`config.mk`:
```
export PLATFORM = sky130hd
export DESIGN_NAME = i2c_master_register_transfer
export DESIGN_NICKNAME = d
export VERILOG_FILES = /design/src/rtl/i2cmrt_pkg.sv /design/src/rtl/i2cmrt_ram.sv /design/src/rtl/i2c_master_register_transfer.sv
export SDC_FILE = /design/constraint.sdc
export NUM_CORES = 1
export LEC_CHECK = 0
export ABC_AREA = 1
export ABC_CLOCK_PERIOD_IN_PS = 4960
export CAP_MARGIN = 20
export CORE_MARGIN = 8
export CORE_UTILIZATION = 25
export CTS_CLUSTER_DIAMETER = 150
export DETAILED_ROUTE_END_ITERATION = 6
export DONT_BUFFER_PORTS = 1
export PLACE_DENSITY = 0.36
export SYNTH_ARGS = -nofsm -noshare
export SYNTH_HDL_FRONTEND = slang
export SYNTH_SLANG_ARGS = --single-unit
```
`constraint.sdc`:
```
create_clock -name clock -period 4.96 [get_ports clock]
set_input_delay 0.496 -clock clock [delete_from_list [all_inputs] [get_ports clock]]
set_output_delay 0.496 -clock clock [all_outputs]
set_load 0.005 [all_outputs]
```
`src/rtl/i2cmrt_pkg.sv`:
```
// shared types and constants of the i2c register transfer sequencer
package i2cmrt_pkg;

   localparam int PAYLOAD_DEPTH = 32;
   localparam int ADDR_W  = (PAYLOAD_DEPTH > 1) ? $clog2(PAYLOAD_DEPTH) : 1;
   localparam int COUNT_W = $clog2(PAYLOAD_DEPTH + 1);

   localparam int REQ_DATA_W = 40;
   localparam int RSP_DATA_W = 24;

   typedef enum logic [1:0] {
      OP_BEGIN = 2'd0,
      OP_LOAD  = 2'd1,
      OP_EVENT = 2'd2,
      OP_READ  = 2'd3
   } opcode_type;

   typedef enum logic [1:0] {
      DONE_BUSY  = 2'd0,
      DONE_FAIL  = 2'd1,
      DONE_READ  = 2'd2,
      DONE_WRITE = 2'd3
   } done_type;

   // bus status codes
   localparam logic [7:0] BS_START      = 8'h08;
   localparam logic [7:0] BS_RESTART    = 8'h10;
   localparam logic [7:0] BS_WADDR_ACK  = 8'h18;
   localparam logic [7:0] BS_WDATA_ACK  = 8'h28;
   localparam logic [7:0] BS_RADDR_ACK  = 8'h40;
   localparam logic [7:0] BS_RDATA_ACK  = 8'h50;
   localparam logic [7:0] BS_RDATA_NACK = 8'h58;

   localparam logic [6:0] SLAVE_ADDRESS_RESET = 7'd104;

   // result fields known at accept time
   typedef struct packed {
      logic [7:0] send_byte;
      logic       send_valid;
      logic       start_level;
      logic       stop_level;
      logic       ack_level;
      logic       bus_reset;
      done_type   status;
      logic       ram_send;
      logic       ram_read;
   } stage_type;

endpackage

```
`src/rtl/i2cmrt_ram.sv`:
```
// generic single-port-write, single-port-read ram with registered read
module i2cmrt_ram #(
   parameter int WIDTH = 8,
   parameter int DEPTH = 32
) (
   input  logic                                  clock,
   input  logic                                  wr_en,
   input  logic [(DEPTH > 1 ? $clog2(DEPTH) : 1)-1:0] wr_addr,
   input  logic [WIDTH-1:0]                      wr_data,
   input  logic                                  rd_en,
   input  logic [(DEPTH > 1 ? $clog2(DEPTH) : 1)-1:0] rd_addr,
   output logic [WIDTH-1:0]                      rd_data
);

   logic [WIDTH-1:0] mem_ff [DEPTH];
   logic [WIDTH-1:0] rd_data_ff;

   // write port
   always_ff @(posedge clock) begin
      if (wr_en) begin
         mem_ff[wr_addr] <= wr_data;
      end
   end

   // registered read, holds when not enabled
   always_ff @(posedge clock) begin
      if (rd_en) begin
         rd_data_ff <= mem_ff[rd_addr];
      end
   end

   assign rd_data = rd_data_ff;

endmodule

```
`src/rtl/i2c_master_register_transfer.sv`:
```
// i2c master register transfer sequencer, top level
//
// requests enter on req_* (opcode in req_tuser); each request yields exactly
// one response on rsp_*. a begin request arms a transfer and raises START;
// load and read requests access the 32-byte payload store; bus event
// requests carry a status code and the received byte and are answered with
// the byte to send and the start, stop and ack levels, or a bus reset. the user
// must write the seven-bit slave address via csr_wen/csr_wdata only while the
// block idles; the block itself does not enforce this.
// the state update and the payload ram read happen at accept; the ram read
// data register and the middle stage result are merged into the output
// register when the middle stage moves on. one request per cycle is accepted
// while the response side does not stall; each request uses the single ram
// read port at most once.
//
// reset clears the sequencer state, the slave address returns to 0x68 and
// the pipeline empties; payload contents are undefined until written.
// when rsp_tready is low the output register holds its response and one
// more request can still be accepted into the middle stage before
// req_tready drops.
module i2c_master_register_transfer
   import i2cmrt_pkg::*;
(
   input  logic                  clock,
   input  logic                  reset,
   // config
   input  logic                  csr_wen,
   input  logic [6:0]            csr_wdata,   // slave_address
   // request channel
   input  logic                  req_tvalid,
   output logic                  req_tready,
   input  logic [1:0]            req_tuser,   // opcode
   // direction, reg_pointer[8:1], length[14:9], index[19:15],
   // data_byte[27:20], bus_status[35:28], zero fill
   input  logic [REQ_DATA_W-1:0] req_tdata,
   // response channel
   output logic                  rsp_tvalid,
   input  logic                  rsp_tready,
   // send_byte[7:0], send_valid, start_level, stop_level, ack_level,
   // bus_reset, status[14:13], read_byte[22:15], zero fill
   output logic [RSP_DATA_W-1:0] rsp_tdata
);

   // request fields
   opcode_type  op;
   logic        dir;
   logic [7:0]  ptr;
   logic [5:0]  len;
   logic [4:0]  idx;
   logic [7:0]  dat;
   logic [7:0]  code;

   assign op   = opcode_type'(req_tuser);
   assign dir  = req_tdata[0];
   assign ptr  = req_tdata[8:1];
   assign len  = req_tdata[14:9];
   assign idx  = req_tdata[19:15];
   assign dat  = req_tdata[27:20];
   assign code = req_tdata[35:28];

   // sequencer state
   logic [6:0]         slave_address_ff;
   logic [COUNT_W-1:0] byte_count_ff, byte_count_in;
   logic [COUNT_W-1:0] transfer_length_ff, transfer_length_in;
   logic               read_mode_ff, read_mode_in;
   logic [7:0]         pointer_byte_ff, pointer_byte_in;
   logic               start_bit_ff, start_bit_in;
   logic               stop_bit_ff, stop_bit_in;
   logic               ack_bit_ff, ack_bit_in;
   done_type           done_code_ff, done_code_in;

   // pipeline
   logic            s1_valid_ff;
   stage_type       s1_ff, s1_in;
   logic            out_valid_ff;
   logic [RSP_DATA_W-1:0] out_data_ff;
   logic            accept;
   logic            s1_move;

   // ram ports
   logic              ram_wr_en;
   logic [ADDR_W-1:0] ram_wr_addr;
   logic              ram_rd_en;
   logic [ADDR_W-1:0] ram_rd_addr;
   logic [7:0]        ram_rd_data;

   logic               idx_in_range;
   logic               count_below;
   logic [COUNT_W-1:0] count_inc;
   logic [COUNT_W-1:0] len_sat;

   assign s1_move    = s1_valid_ff && (!out_valid_ff || rsp_tready);
   assign req_tready = !s1_valid_ff || s1_move;
   assign accept     = req_tvalid && req_tready;

   assign idx_in_range = 9'(idx) < 9'(PAYLOAD_DEPTH);
   assign count_below  = byte_count_ff < transfer_length_ff;
   assign count_inc    = byte_count_ff + COUNT_W'(1);
   assign len_sat      = (9'(len) > 9'(PAYLOAD_DEPTH)) ? COUNT_W'(PAYLOAD_DEPTH)
                                                        : COUNT_W'(len);

   // next state and accept-time result fields
   always_comb begin
      byte_count_in      = byte_count_ff;
      transfer_length_in = transfer_length_ff;
      read_mode_in       = read_mode_ff;
      pointer_byte_in    = pointer_byte_ff;
      start_bit_in       = start_bit_ff;
      stop_bit_in        = stop_bit_ff;
      ack_bit_in         = ack_bit_ff;
      done_code_in       = done_code_ff;
      s1_in              = '0;
      ram_wr_en          = 1'b0;
      ram_wr_addr        = ADDR_W'(idx);
      ram_rd_en          = 1'b0;
      ram_rd_addr        = ADDR_W'(idx);
      unique case (op)
         OP_BEGIN: begin
            read_mode_in       = dir;
            pointer_byte_in    = ptr;
            transfer_length_in = len_sat;
            byte_count_in      = '0;
            done_code_in       = DONE_BUSY;
            stop_bit_in        = 1'b0;
            start_bit_in       = 1'b1;
         end
         OP_LOAD: begin
            ram_wr_en = idx_in_range;
         end
         OP_READ: begin
            ram_rd_en       = idx_in_range;
            s1_in.ram_read  = idx_in_range;
         end
         OP_EVENT: begin
            unique case (code)
               BS_START, BS_RESTART: begin
                  s1_in.send_byte  = {slave_address_ff, read_mode_ff};
                  s1_in.send_valid = 1'b1;
                  start_bit_in     = 1'b0;
                  byte_count_in    = '0;
               end
               BS_WADDR_ACK: begin
                  s1_in.send_byte  = pointer_byte_ff;
                  s1_in.send_valid = 1'b1;
               end
               BS_WDATA_ACK: begin
                  if (count_below) begin
                     s1_in.send_valid = 1'b1;
                     s1_in.ram_send   = 1'b1;
                     ram_rd_en        = 1'b1;
                     ram_rd_addr      = ADDR_W'(byte_count_ff);
                     byte_count_in    = count_inc;
                  end else begin
                     stop_bit_in  = 1'b1;
                     done_code_in = DONE_WRITE;
                  end
               end
               BS_RADDR_ACK: begin
                  ack_bit_in = transfer_length_ff > COUNT_W'(1);
               end
               BS_RDATA_ACK: begin
                  if (count_below) begin
                     ram_wr_en     = 1'b1;
                     ram_wr_addr   = ADDR_W'(byte_count_ff);
                     byte_count_in = count_inc;
                  end
                  ack_bit_in = ({1'b0, byte_count_in} + (COUNT_W + 1)'(1))
                               < {1'b0, transfer_length_ff};
               end
               BS_RDATA_NACK: begin
                  if (count_below) begin
                     ram_wr_en     = 1'b1;
                     ram_wr_addr   = ADDR_W'(byte_count_ff);
                     byte_count_in = count_inc;
                  end
                  stop_bit_in  = 1'b1;
                  ack_bit_in   = 1'b1;
                  done_code_in = DONE_READ;
               end
               default: begin
                  // nack, lost arbitration or unknown code
                  s1_in.bus_reset = 1'b1;
                  start_bit_in    = 1'b0;
                  stop_bit_in     = 1'b0;
                  ack_bit_in      = 1'b0;
                  done_code_in    = DONE_FAIL;
               end
            endcase
         end
         default: begin
         end
      endcase
      s1_in.start_level = start_bit_in;
      s1_in.stop_level  = stop_bit_in;
      s1_in.ack_level   = ack_bit_in;
      s1_in.status      = done_code_in;
      ram_wr_en         = ram_wr_en && accept;
      ram_rd_en         = ram_rd_en && accept;
   end

   // payload store
   i2cmrt_ram #(
      .WIDTH (8),
      .DEPTH (PAYLOAD_DEPTH)
   ) u_payload (
      .clock   (clock),
      .wr_en   (ram_wr_en),
      .wr_addr (ram_wr_addr),
      .wr_data (dat),
      .rd_en   (ram_rd_en),
      .rd_addr (ram_rd_addr),
      .rd_data (ram_rd_data)
   );

   // slave address register
   always_ff @(posedge clock) begin
      if (reset) begin
         slave_address_ff <= SLAVE_ADDRESS_RESET;
      end else if (csr_wen) begin
         slave_address_ff <= csr_wdata;
      end
   end

   // sequencer state registers
   always_ff @(posedge clock) begin
      if (reset) begin
         byte_count_ff      <= '0;
         transfer_length_ff <= '0;
         read_mode_ff       <= 1'b0;
         pointer_byte_ff    <= '0;
         start_bit_ff       <= 1'b0;
         stop_bit_ff        <= 1'b0;
         ack_bit_ff         <= 1'b1;
         done_code_ff       <= DONE_BUSY;
      end else if (accept) begin
         byte_count_ff      <= byte_count_in;
         transfer_length_ff <= transfer_length_in;
         read_mode_ff       <= read_mode_in;
         pointer_byte_ff    <= pointer_byte_in;
         start_bit_ff       <= start_bit_in;
         stop_bit_ff        <= stop_bit_in;
         ack_bit_ff         <= ack_bit_in;
         done_code_ff       <= done_code_in;
      end
   end

   // middle stage valid
   always_ff @(posedge clock) begin
      if (reset) begin
         s1_valid_ff <= 1'b0;
      end else if (req_tready) begin
         s1_valid_ff <= req_tvalid;
      end
   end

   // middle stage payload
   always_ff @(posedge clock) begin
      if (accept) begin
         s1_ff <= s1_in;
      end
   end

   // output register valid
   always_ff @(posedge clock) begin
      if (reset) begin
         out_valid_ff <= 1'b0;
      end else if (s1_move) begin
         out_valid_ff <= 1'b1;
      end else if (rsp_tready) begin
         out_valid_ff <= 1'b0;
      end
   end

   // output register payload, merges ram read data
   always_ff @(posedge clock) begin
      if (s1_move) begin
         out_data_ff <= {
            1'b0,
            (s1_ff.ram_read ? ram_rd_data : 8'h00),
            s1_ff.status,
            s1_ff.bus_reset,
            s1_ff.ack_level,
            s1_ff.stop_level,
            s1_ff.start_level,
            s1_ff.send_valid,
            (s1_ff.ram_send ? ram_rd_data : s1_ff.send_byte)
         };
      end
   end

   assign rsp_tvalid = out_valid_ff;
   assign rsp_tdata  = out_data_ff;

endmodule

```
Word level (Yosys, flattened, before mapping)

Memories as Yosys holds them, arrays and structs flattened. A register that Yosys moved wholly into a read port is not among the register bits.
Index checks and enable logic that the tools add are counted.

Register bits: 75
Memory bits (writable): 256
Input bits: 54
Logic and storage cells: 96
Memories: 1

Add/sub/neg operators: 2
Order comparisons: 4
Equal/unequal tests: 11
Muxes and demuxes: 35
Reductions and logical operators: 21

Memories:

| name             | depth | bits a word | rd ports | clocked after Yosys merged registers in | write ports | line             | text |
|---|---|---|---|---|---|---|---|
| u_payload.mem_ff | 32    | 8           | 1        | 1                                       | 1           | i2cmrt_ram.sv:15 | `logic [WIDTH-1:0] mem_ff [DEPTH];` |

Operators with widths:

| kind                                                                            | number |
|---|---|
| 5-bit two-way mux                                                               | 5 |
| 8-bit by 7-bit equality test with 1-bit output, second input constant           | 3 |
| 6-bit two-way mux                                                               | 4 |
| 6-bit one-hot mux with 3 select lines                                           | 1 |
| 8-bit by 5-bit equality test with 1-bit output, second input constant           | 2 |
| 8-bit one-hot mux with 2 select lines                                           | 1 |
| 1-bit two-way mux                                                               | 12 |
| 6-bit one-hot mux with 2 select lines                                           | 1 |
| 1-bit one-hot mux with 2 select lines                                           | 5 |
| 5-bit OR reduction                                                              | 2 |
| 8-bit by 4-bit equality test with 1-bit output, second input constant           | 1 |
| 8-bit by 6-bit equality test with 1-bit output, second input constant           | 1 |
| 8-bit two-way mux                                                               | 1 |
| 6-bit by 1-bit adder with 7-bit output, second input constant                   | 1 |
| 7-bit by 6-bit less-than comparator with 1-bit output                           | 1 |
| 7-bit OR reduction                                                              | 1 |
| 6-bit by 1-bit adder with 6-bit output, second input constant                   | 1 |
| 6-bit by 1-bit greater-than comparator with 1-bit output, second input constant | 1 |
| 6-bit greater-than comparator, second input constant                            | 1 |
| 6-bit less-than comparator                                                      | 1 |
| 2-bit one-hot mux with 3 select lines                                           | 1 |
| 2-bit OR reduction                                                              | 3 |
| 2-bit equality test, second input constant                                      | 2 |
| 1-bit logical AND                                                               | 4 |
| other kinds (14)                                                                | 17 |

Depth between registers and ports, before layout

Gate-level depths: netlist of run 1.

Word-level depth: 8
Depth in mapped cells: 26
Gate-level depth less buffers: 25

Modules after synthesis

Synthesis of run 1 repeated with hierarchy kept, for this count alone.

Cell total of the unflattened synthesis: 1372
Area, all modules: 14680.3 um2

Modules (own cells, without submodules):

| module                       | instances | cells an instance | area an instance (um2) |
|---|---|---|---|
| i2cmrt_ram                   | 1         | 922               | 10866.7 |
| i2c_master_register_transfer | 1         | 450               | 3813.7 |

Least setup slack after synthesis of run 1

OpenSTA, ideal clock, no wires.

Path type: register to register
Start: register transfer_length_ff[5]
End: register s1_ff[5] (netlist name), data pin
Library setup time: 0.258 ns
Arrival: 2.628 ns
Setup slack: 2.074 ns
Stages on the path, launching flop included: 25
Buffers on the path: 1
Cells stage by stage: dfxtp_1 inv_1 ha_1 nand2_1 inv_1 a21oi_2 nand2_4 buf_4 mux2i_1 inv_1 ha_1 xor2_1 inv_1 ha_1 nand2_1 inv_1 nand2_1 nand2_1 nand2_1 nand2_1 nand2_1 nand2_1 nand2_1 nand2_1 nand2_1

Cells in the longest elaborated chain, start to end: 8
Elaborated cells between the ends (all ways): 9

Ends and longest elaborated chain:

| what                                                  | line                                | text |
|---|---|---|
| start, declared                                       | i2c_master_register_transfer.sv:64  | `logic [COUNT_W-1:0] transfer_length_ff, transfer_length_in;` |
| start signal, assigned                                | i2c_master_register_transfer.sv:237 | `transfer_length_ff <= transfer_length_in;` |
| 6-bit less-than comparator                            | i2c_master_register_transfer.sv:97  | `assign count_below = byte_count_ff < transfer_length_ff;` |
| 6-bit two-way mux                                     | i2c_master_register_transfer.sv:162 | `if (count_below) begin` |
| 6-bit two-way mux                                     | i2c_master_register_transfer.sv:135 | `unique case (code)` |
| 6-bit two-way mux                                     | i2c_master_register_transfer.sv:117 | `unique case (op)` |
| 6-bit by 1-bit adder with 7-bit output                | i2c_master_register_transfer.sv:167 | `ack_bit_in = ({1'b0, byte_count_in} + (COUNT_W + 1)'(1))` |
| 7-bit by 6-bit less-than comparator with 1-bit output | i2c_master_register_transfer.sv:168 | `< {1'b0, transfer_length_ff};` |
| 1-bit one-hot mux with 4 select lines (*)             | i2c_master_register_transfer.sv:135 |  |
| 1-bit two-way mux (*)                                 | i2c_master_register_transfer.sv:117 |  |
| named net ack_bit_in                                  | i2c_master_register_transfer.sv:69  | `logic ack_bit_ff, ack_bit_in;` |
| end signal, assigned                                  | i2c_master_register_transfer.sv:259 | `s1_ff <= s1_in;` |
| end, declared                                         | i2c_master_register_transfer.sv:74  | `stage_type s1_ff, s1_in;` |

Mark *: on every way through the listed nets, which the timed path passes. The rest lies on a longest branch. The select of a mux whose other input is x is not followed.
A chain may end at the register's enable or synchronous reset.

Final worst setup path of run 1

Start: register byte_count_ff[3]
End: memory u_payload.mem_ff[25][6] (enable)

Cells in the longest elaborated chain, start to end: 7
Elaborated cells between the ends (all ways): 10

Ends and longest elaborated chain:

| what                                    | line                                                                     | text |
|---|---|---|
| start, declared                         | i2c_master_register_transfer.sv:63                                       | `logic [COUNT_W-1:0] byte_count_ff, byte_count_in;` |
| start signal, assigned                  | i2c_master_register_transfer.sv:236                                      | `byte_count_ff <= byte_count_in;` |
| 6-bit less-than comparator              | i2c_master_register_transfer.sv:97                                       |  |
| 1-bit two-way mux                       | i2c_master_register_transfer.sv:162, i2c_master_register_transfer.sv:171 |  |
| 1-bit two-way mux                       | -                                                                        |  |
| 1-bit one-hot mux with 2 select lines   | i2c_master_register_transfer.sv:117                                      |  |
| 1-bit logical AND                       | i2c_master_register_transfer.sv:197                                      | `ram_wr_en = ram_wr_en && accept;` |
| 1-bit two-way mux                       | i2cmrt_ram.sv:20                                                         | `if (wr_en) begin` |
| 1-bit two-way mux (implied by the code) | i2cmrt_ram.sv:21                                                         | `mem_ff[wr_addr] <= wr_data;` |
| end, declared                           | i2cmrt_ram.sv:15                                                         |  |

Several ways; a longest one is shown, not always the timed one.

==> metrics.txt, run 1 <==
WL final 44.18 mm; DP HPWL 26.09 mm; Die H 263.4 um; total power per unit cell area 358.9 nW/um2; P_sw 1443 uW; count of different cell masters after synthesis 41; CP Max Fanout 16; Critical Path RT 5.13 ns; Fin Hold WS 0.04639 ns; Starting Density 0.2530; Ports 80; WS Path Type flip-flop to flip-flop; RSZ-0062 raised after global routing no; full die area 69,370 um2; syn_area_per_cell 10.27 um2; post-cts repair resize count 0; max cap viols 0; number of port buffers 0; total CTS buffers 41; switching share of power 0.2295; status finished clean; max_slew headroom 0.4264; clk buf depth 3; Int Power 4843 uW; ANT cells 0; Placed Area 16,200 um2; vias in the first global route 10,160; CTS Sinks 339; Syn Nets 1,560; clock slew at reported path FFs 0.06 ns; Clk pwr share 0.436; Max Fclk 0.2706 GHz; gpl congestion 0.7510; Hold Buf Count CTS 8; Slew Limit Fails 0; sequential fraction of the synthesis area 0.6425; Final ANT Viol Nets 0; Final Setup Violations 0; Fin. Hold Viols 0; post-layout util 0.2896; maximum VDD drop 0.2270 mV; minimum clock period 3.696 ns; Vias per Instance 4.475; synthesis-to-finish area growth 14.47%; global-route wire length before repair 66.52 mm; CP startpoint kind flip-flop; Clock Skew 0.01755 ns; Vias 10,350; CP Capture Type flip-flop; layout cells sized above 1 0.08170; Core Region 60,470 um2; commonest non-fill, non-tap cell in the layout nand2_1; static leakage 0.006813 uW; yosys warns 0; chip width 263.4 um; num rows 90; Hold Path Class input pin to flip-flop; number of buffers added for setup after CTS 0; router iterations before antenna repair 5; Design Area, Final 17,510 um2; crit path DAT 3.87 ns; clk_lat worst skew 0.55 ns; DR WL/cell 19.11 um; initial antenna violation count 2; Iter 0 DRT Violations 682; Nets 1,571; H-Tree Level Count 2; area of the mapped netlist 15,300 um2; largest net degree at the start of global routing 129; crit share post-route 0.7452; Post-route DRC 0; cells after synthesis 1,490; most frequent cells in the layout nand2_1 (430), edfxtp_1 (304), nand3_1 (259); CTS Root Cell clkbuf_16; Reg power frac 0.504; Worst Tran Pin Value 0.8572 ns; GRT Total Usage 0.1250; Sum Neg Setup Slack 0 ns; Seq cells post-synth 339; CTS tree done; Logic pwr share 0.060; grt ovf 0
-- critical path, stage by stage, from the launching register on --
cell and delay (ns):
dfxtp_1 0.48, ha_1 0.30, nand2_1 0.06, nand2_1 0.06
a21oi_2 0.22, nand2_4 0.19, nor2_4 0.23, o21ai_0 0.10
nor2_1 0.44, nand3_2 0.47, nor2_1 0.76
-- per-layer routing --
layer,track usage,part of all wire
met4,0.03453,0.021
met1,0.1772,0.49
met3,0.02675,0.051
met2,0.1909,0.44
met5,0,0
-- worst paths after layout --
path | start | to | slack (ns) | cells past startpoint
min reg2reg | s1_ff[2] | rsp_tdata[13] | 0.42 | 0
max reg2reg | byte_count_ff[3] | u_payload.mem_ff[25][6] | 1.26 | 10
max | byte_count_ff[3] | u_payload.mem_ff[25][6] | 1.26 | 10
min | req_tdata[25] | u_payload.mem_ff[9][5] | 0.05 | 0
-- synth_stat cells (all sizes together) --
library cell,number,area (um2)
nand2,435,1648
edfxtp,304,9129
nand3,264,1354
inv,138,518.0
nor2,83,347.8
buf,54,346.6
nand3b,41,307.8
dfxtp,35,700.7
a21oi,29,148.9
clkbuf,22,82.58
o21ai,18,93.84
ha,16,200.2
a22oi,12,90.09
mux2,8,90.09
o22ai,7,68.82
xor2,7,61.31
nor3,3,15.01
o211ai,3,22.52
a31oi,2,12.51
o21a,2,15.01
a211oi,1,7.510
and2,1,6.260
conb,1,3.750
mux2i,1,10.01
nand4,1,6.260
nor4,1,6.260
or2,1,6.260
-- stage by stage --
stage	instances	setup WS, ns	total power (uW)
after global routing	2312	0.9518	6557
final	2312	1.264	6286
after CTS	2311	1.171	6407
after global placement	2230	0.7656	3591
after detailed placement	2231	0.7692	3592
after floorplan	1490	2.074	3480
-- kinds of logic (layout without fill, tap and decap cells) --
kind of cell | Yosys count | count (layout) | share of synthesized area
and+or+nand+nor | 830 | 830 | 0.2417
adders and majority gates | 16 | 16 | 0.01309
xor gates and xnor gates | 7 | 7 | 0.004008
AOI/OAI and AO/OA | 74 | 74 | 0.03002
muxes | 9 | 9 | 0.006543
other | 1 | 1 | 0.0002451
buffers and inverters | 214 | 254 | 0.06191
DFF | 339 | 339 | 0.6425
-- flip-flops by register name, summed over array words and instances (netlist names) --
signal,count
done_code_ff,2
rsp_tdata,23
ack_bit_ff,1
u_payload.mem_ff,256
stop_bit_ff,1
start_bit_ff,1
rsp_tvalid,1
transfer_length_ff,6
slave_address_ff,7
byte_count_ff,6
s1_valid_ff,1
u_payload.rd_data,8
pointer_byte_ff,8
read_mode_ff,1
s1_ff,17
-- power groups by stage --
stage	Combinational, uW	Sequential (uW)	Clock [uW]
after global placement	365	3230	0
after global routing	426	3170	2960
after detailed placement	365	3230	0
final	376	3170	2740
after CTS	381	3170	2860
after floorplan	263	3220	0
-- final cells by class --
cell class,count,area (um2)
inverters,138,518.0
repair buffers,44,432.9
clock inverters,15,73.82
clock buffers,57,1129
flip-flops and latches,339,9829
fillers,6272,42960
well taps,782,978.4
multi-input cells,937,4551
No activity file was read; power rests on OpenSTA's default activity.
==> run 2, diff against run 1 <==
--- a/config.mk
+++ b/config.mk
@@ -6,14 +6,14 @@
 export NUM_CORES = 1
 export LEC_CHECK = 0
 export ABC_AREA = 1
-export ABC_CLOCK_PERIOD_IN_PS = 4960
+export ABC_CLOCK_PERIOD_IN_PS = 3100
 export CAP_MARGIN = 20
 export CORE_MARGIN = 8
 export CORE_UTILIZATION = 25
 export CTS_CLUSTER_DIAMETER = 150
 export DETAILED_ROUTE_END_ITERATION = 6
 export DONT_BUFFER_PORTS = 1
-export PLACE_DENSITY = 0.36
+export PLACE_DENSITY = 0.38
 export SYNTH_ARGS = -nofsm -noshare
 export SYNTH_HDL_FRONTEND = slang
 export SYNTH_SLANG_ARGS = --single-unit
==> constraint.sdc (replaced) <==
create_clock -name clock -period 3.1 [get_ports clock]
set_input_delay 0.31 -clock clock [delete_from_list [all_inputs] [get_ports clock]]
set_output_delay 0.31 -clock clock [all_outputs]
set_load 0.005 [all_outputs]
==> metrics.txt, run 2 (same netlist as run 1, synthesis figures left out) <==
max cap viols 0; gpl congestion 0.7989; Cell Chain, Critical Path ha_4, nand2_2, inv_2, a21oi_4, nand2_8, nor2_4, buf_4, nand2_1, o21a_1, inv_1, nand3_2, nor2_1; initial antenna violation count 0; CP Max Fanout 8; maximum VDD drop 0.4128 mV; met2 wire len 20.39 mm; number of port buffers 0; clk_lat worst skew 0.57 ns; H-Tree Level Count 2; Critical Path RT 3.29 ns; Largest Register u_payload.mem_ff; crit path DAT 3.12 ns; vias in the first global route 10,720; router iterations before antenna repair 5; CP Capture Type flip-flop; CTS tree done; PnR worst setup slack 0.1642 ns; synthesis-to-finish area growth 25.10%; clk buf depth 3; minimum clock period 2.936 ns; WL final 44.95 mm; Iter 0 DRT Violations 664; commonest non-fill, non-tap cell in the layout nand2_1; DP HPWL 28.90 mm; largest stage delay on the critical path 0.62 ns; Final Setup Violations 0; Power Total 10,970 uW; Post-route DRC 0; num rows 90; pre-CTS setup slack -0.02354 ns; Design Area, Final 19,140 um2; Ports 80; layout cells sized above 1 0.1547; CP startpoint kind flip-flop; Final ANT Viol Nets 0; post-layout util 0.3165; max layer used met4; CTS Root Cell clkbuf_16; Worst Tran Pin Value 0.7710 ns; Hold Path Class input pin to flip-flop; max_slew headroom 0.4841; DR WL/cell 18.50 um; Vias 10,760; chip width 263.4 um; Max Fclk 0.3406 GHz; total power per unit cell area 573.2 nW/um2; Vias per Instance 4.427; full die area 69,370 um2; DRT met1 WL 21.45 mm; met3 WL 2.177 mm; Slew Limit Fails 0; largest net degree at the start of global routing 41; GRT Total Usage 0.1274; clock slew at reported path FFs 0.06 ns; CTS Sinks 339; Starting Density 0.2530; total CTS buffers 41; Layout fillers 6,160; Clock Skew 0.03096 ns; grt ovf 0; WS Path Type flip-flop to flip-flop; static leakage 0.007601 uW; max FFs per register 256; crit share post-route 0.9470; Core Region 60,470 um2; Worst Path Buf+Inv 3; Fin. Hold Viols 0; RSZ-0062 raised after global routing yes; Placed Area 16,950 um2; status finished clean; Largest delay share family, worst path simple AND/OR/NAND/NOR gates; Nets 1,687; most frequent cells in the layout nand2_1 (425), edfxtp_1 (304), nand3_1 (258); slowest CP cell nor2_1; global-route wire length before repair 68.17 mm; Die H 263.4 um; ANT cells 0
## run 2: cell count changes in the layout (fill, tap and decap cells not counted), sizes merged
cell and delta:
buf +86, dlygate4sd3 +28, inv -2, clkinvlp +3, clkbuf -9, bufinv +8, nand2 +1, clkinv +3
## run 2: per-layer routing
metal / vias up / track usage
met5: - / 0
met3: 62 / 0.02564
met4: 0 / 0.03528
met2: 237 / 0.2020
li1: 5311 / -
met1: 5147 / 0.1754
## run 2: path summary, 6_finish.rpt
| kind | cells past startpoint | slack (ns) | end | startpoint |
|---|---|---|---|---|
| max reg2reg | 12 | 0.16 | u_payload.mem_ff[27][5] | byte_count_ff[4] |
| min | 1 | 0.08 | u_payload.mem_ff[14][5] | req_tdata[25] |
| min reg2reg | 0 | 0.42 | rsp_tdata[10] | s1_ff[6] |
| max | 12 | 0.16 | u_payload.mem_ff[27][5] | byte_count_ff[4] |
## run 2: area by class of cell
class                           instances  area (um2)  share of cell area
Sequential cell                       339        9836              0.5139
Multi-Input combinational cell        938        4698              0.2455
Timing Repair Buffer                  159        1684             0.08800
Clock buffer                           47        1070             0.05590
Tap cell                              782       978.4             0.05112
Inverter                              138       521.8             0.02726
Clock inverter                         27       350.3             0.01831
## run 2: metrics by stage
step | TNS (ns) | hold slack (ns) | cells
2_1_floorplan | 0 | 0.4003 | 1490
3_3_place_gp | -0.1554 | 0.3882 | 2305
3_5_place_dp | -0.3259 | 0.3907 | 2305
4_1_cts | 0 | 0.01886 | 2425
5_1_grt | -0.2258 | 0.06706 | 2430
6_report | 0 | 0.07862 | 2430
## run 2: power breakdown
part	leakage (uW)	internal [uW]	switching (uW)
clock	0.000691	3150	1940
sequential	0.00306	5030	29.5
combinational	0.00385	302	522
total	0.00760	8480	2490
## run 2: timing repair
item	in CTS	in global routing
hold buffers	44	1
pin swaps	1	9
setup buffers	1	3
endpoints found under the setup margin	37	95
endpoints found under the hold margin	292	1
gates resized for setup	7	31
gates cloned	1	1
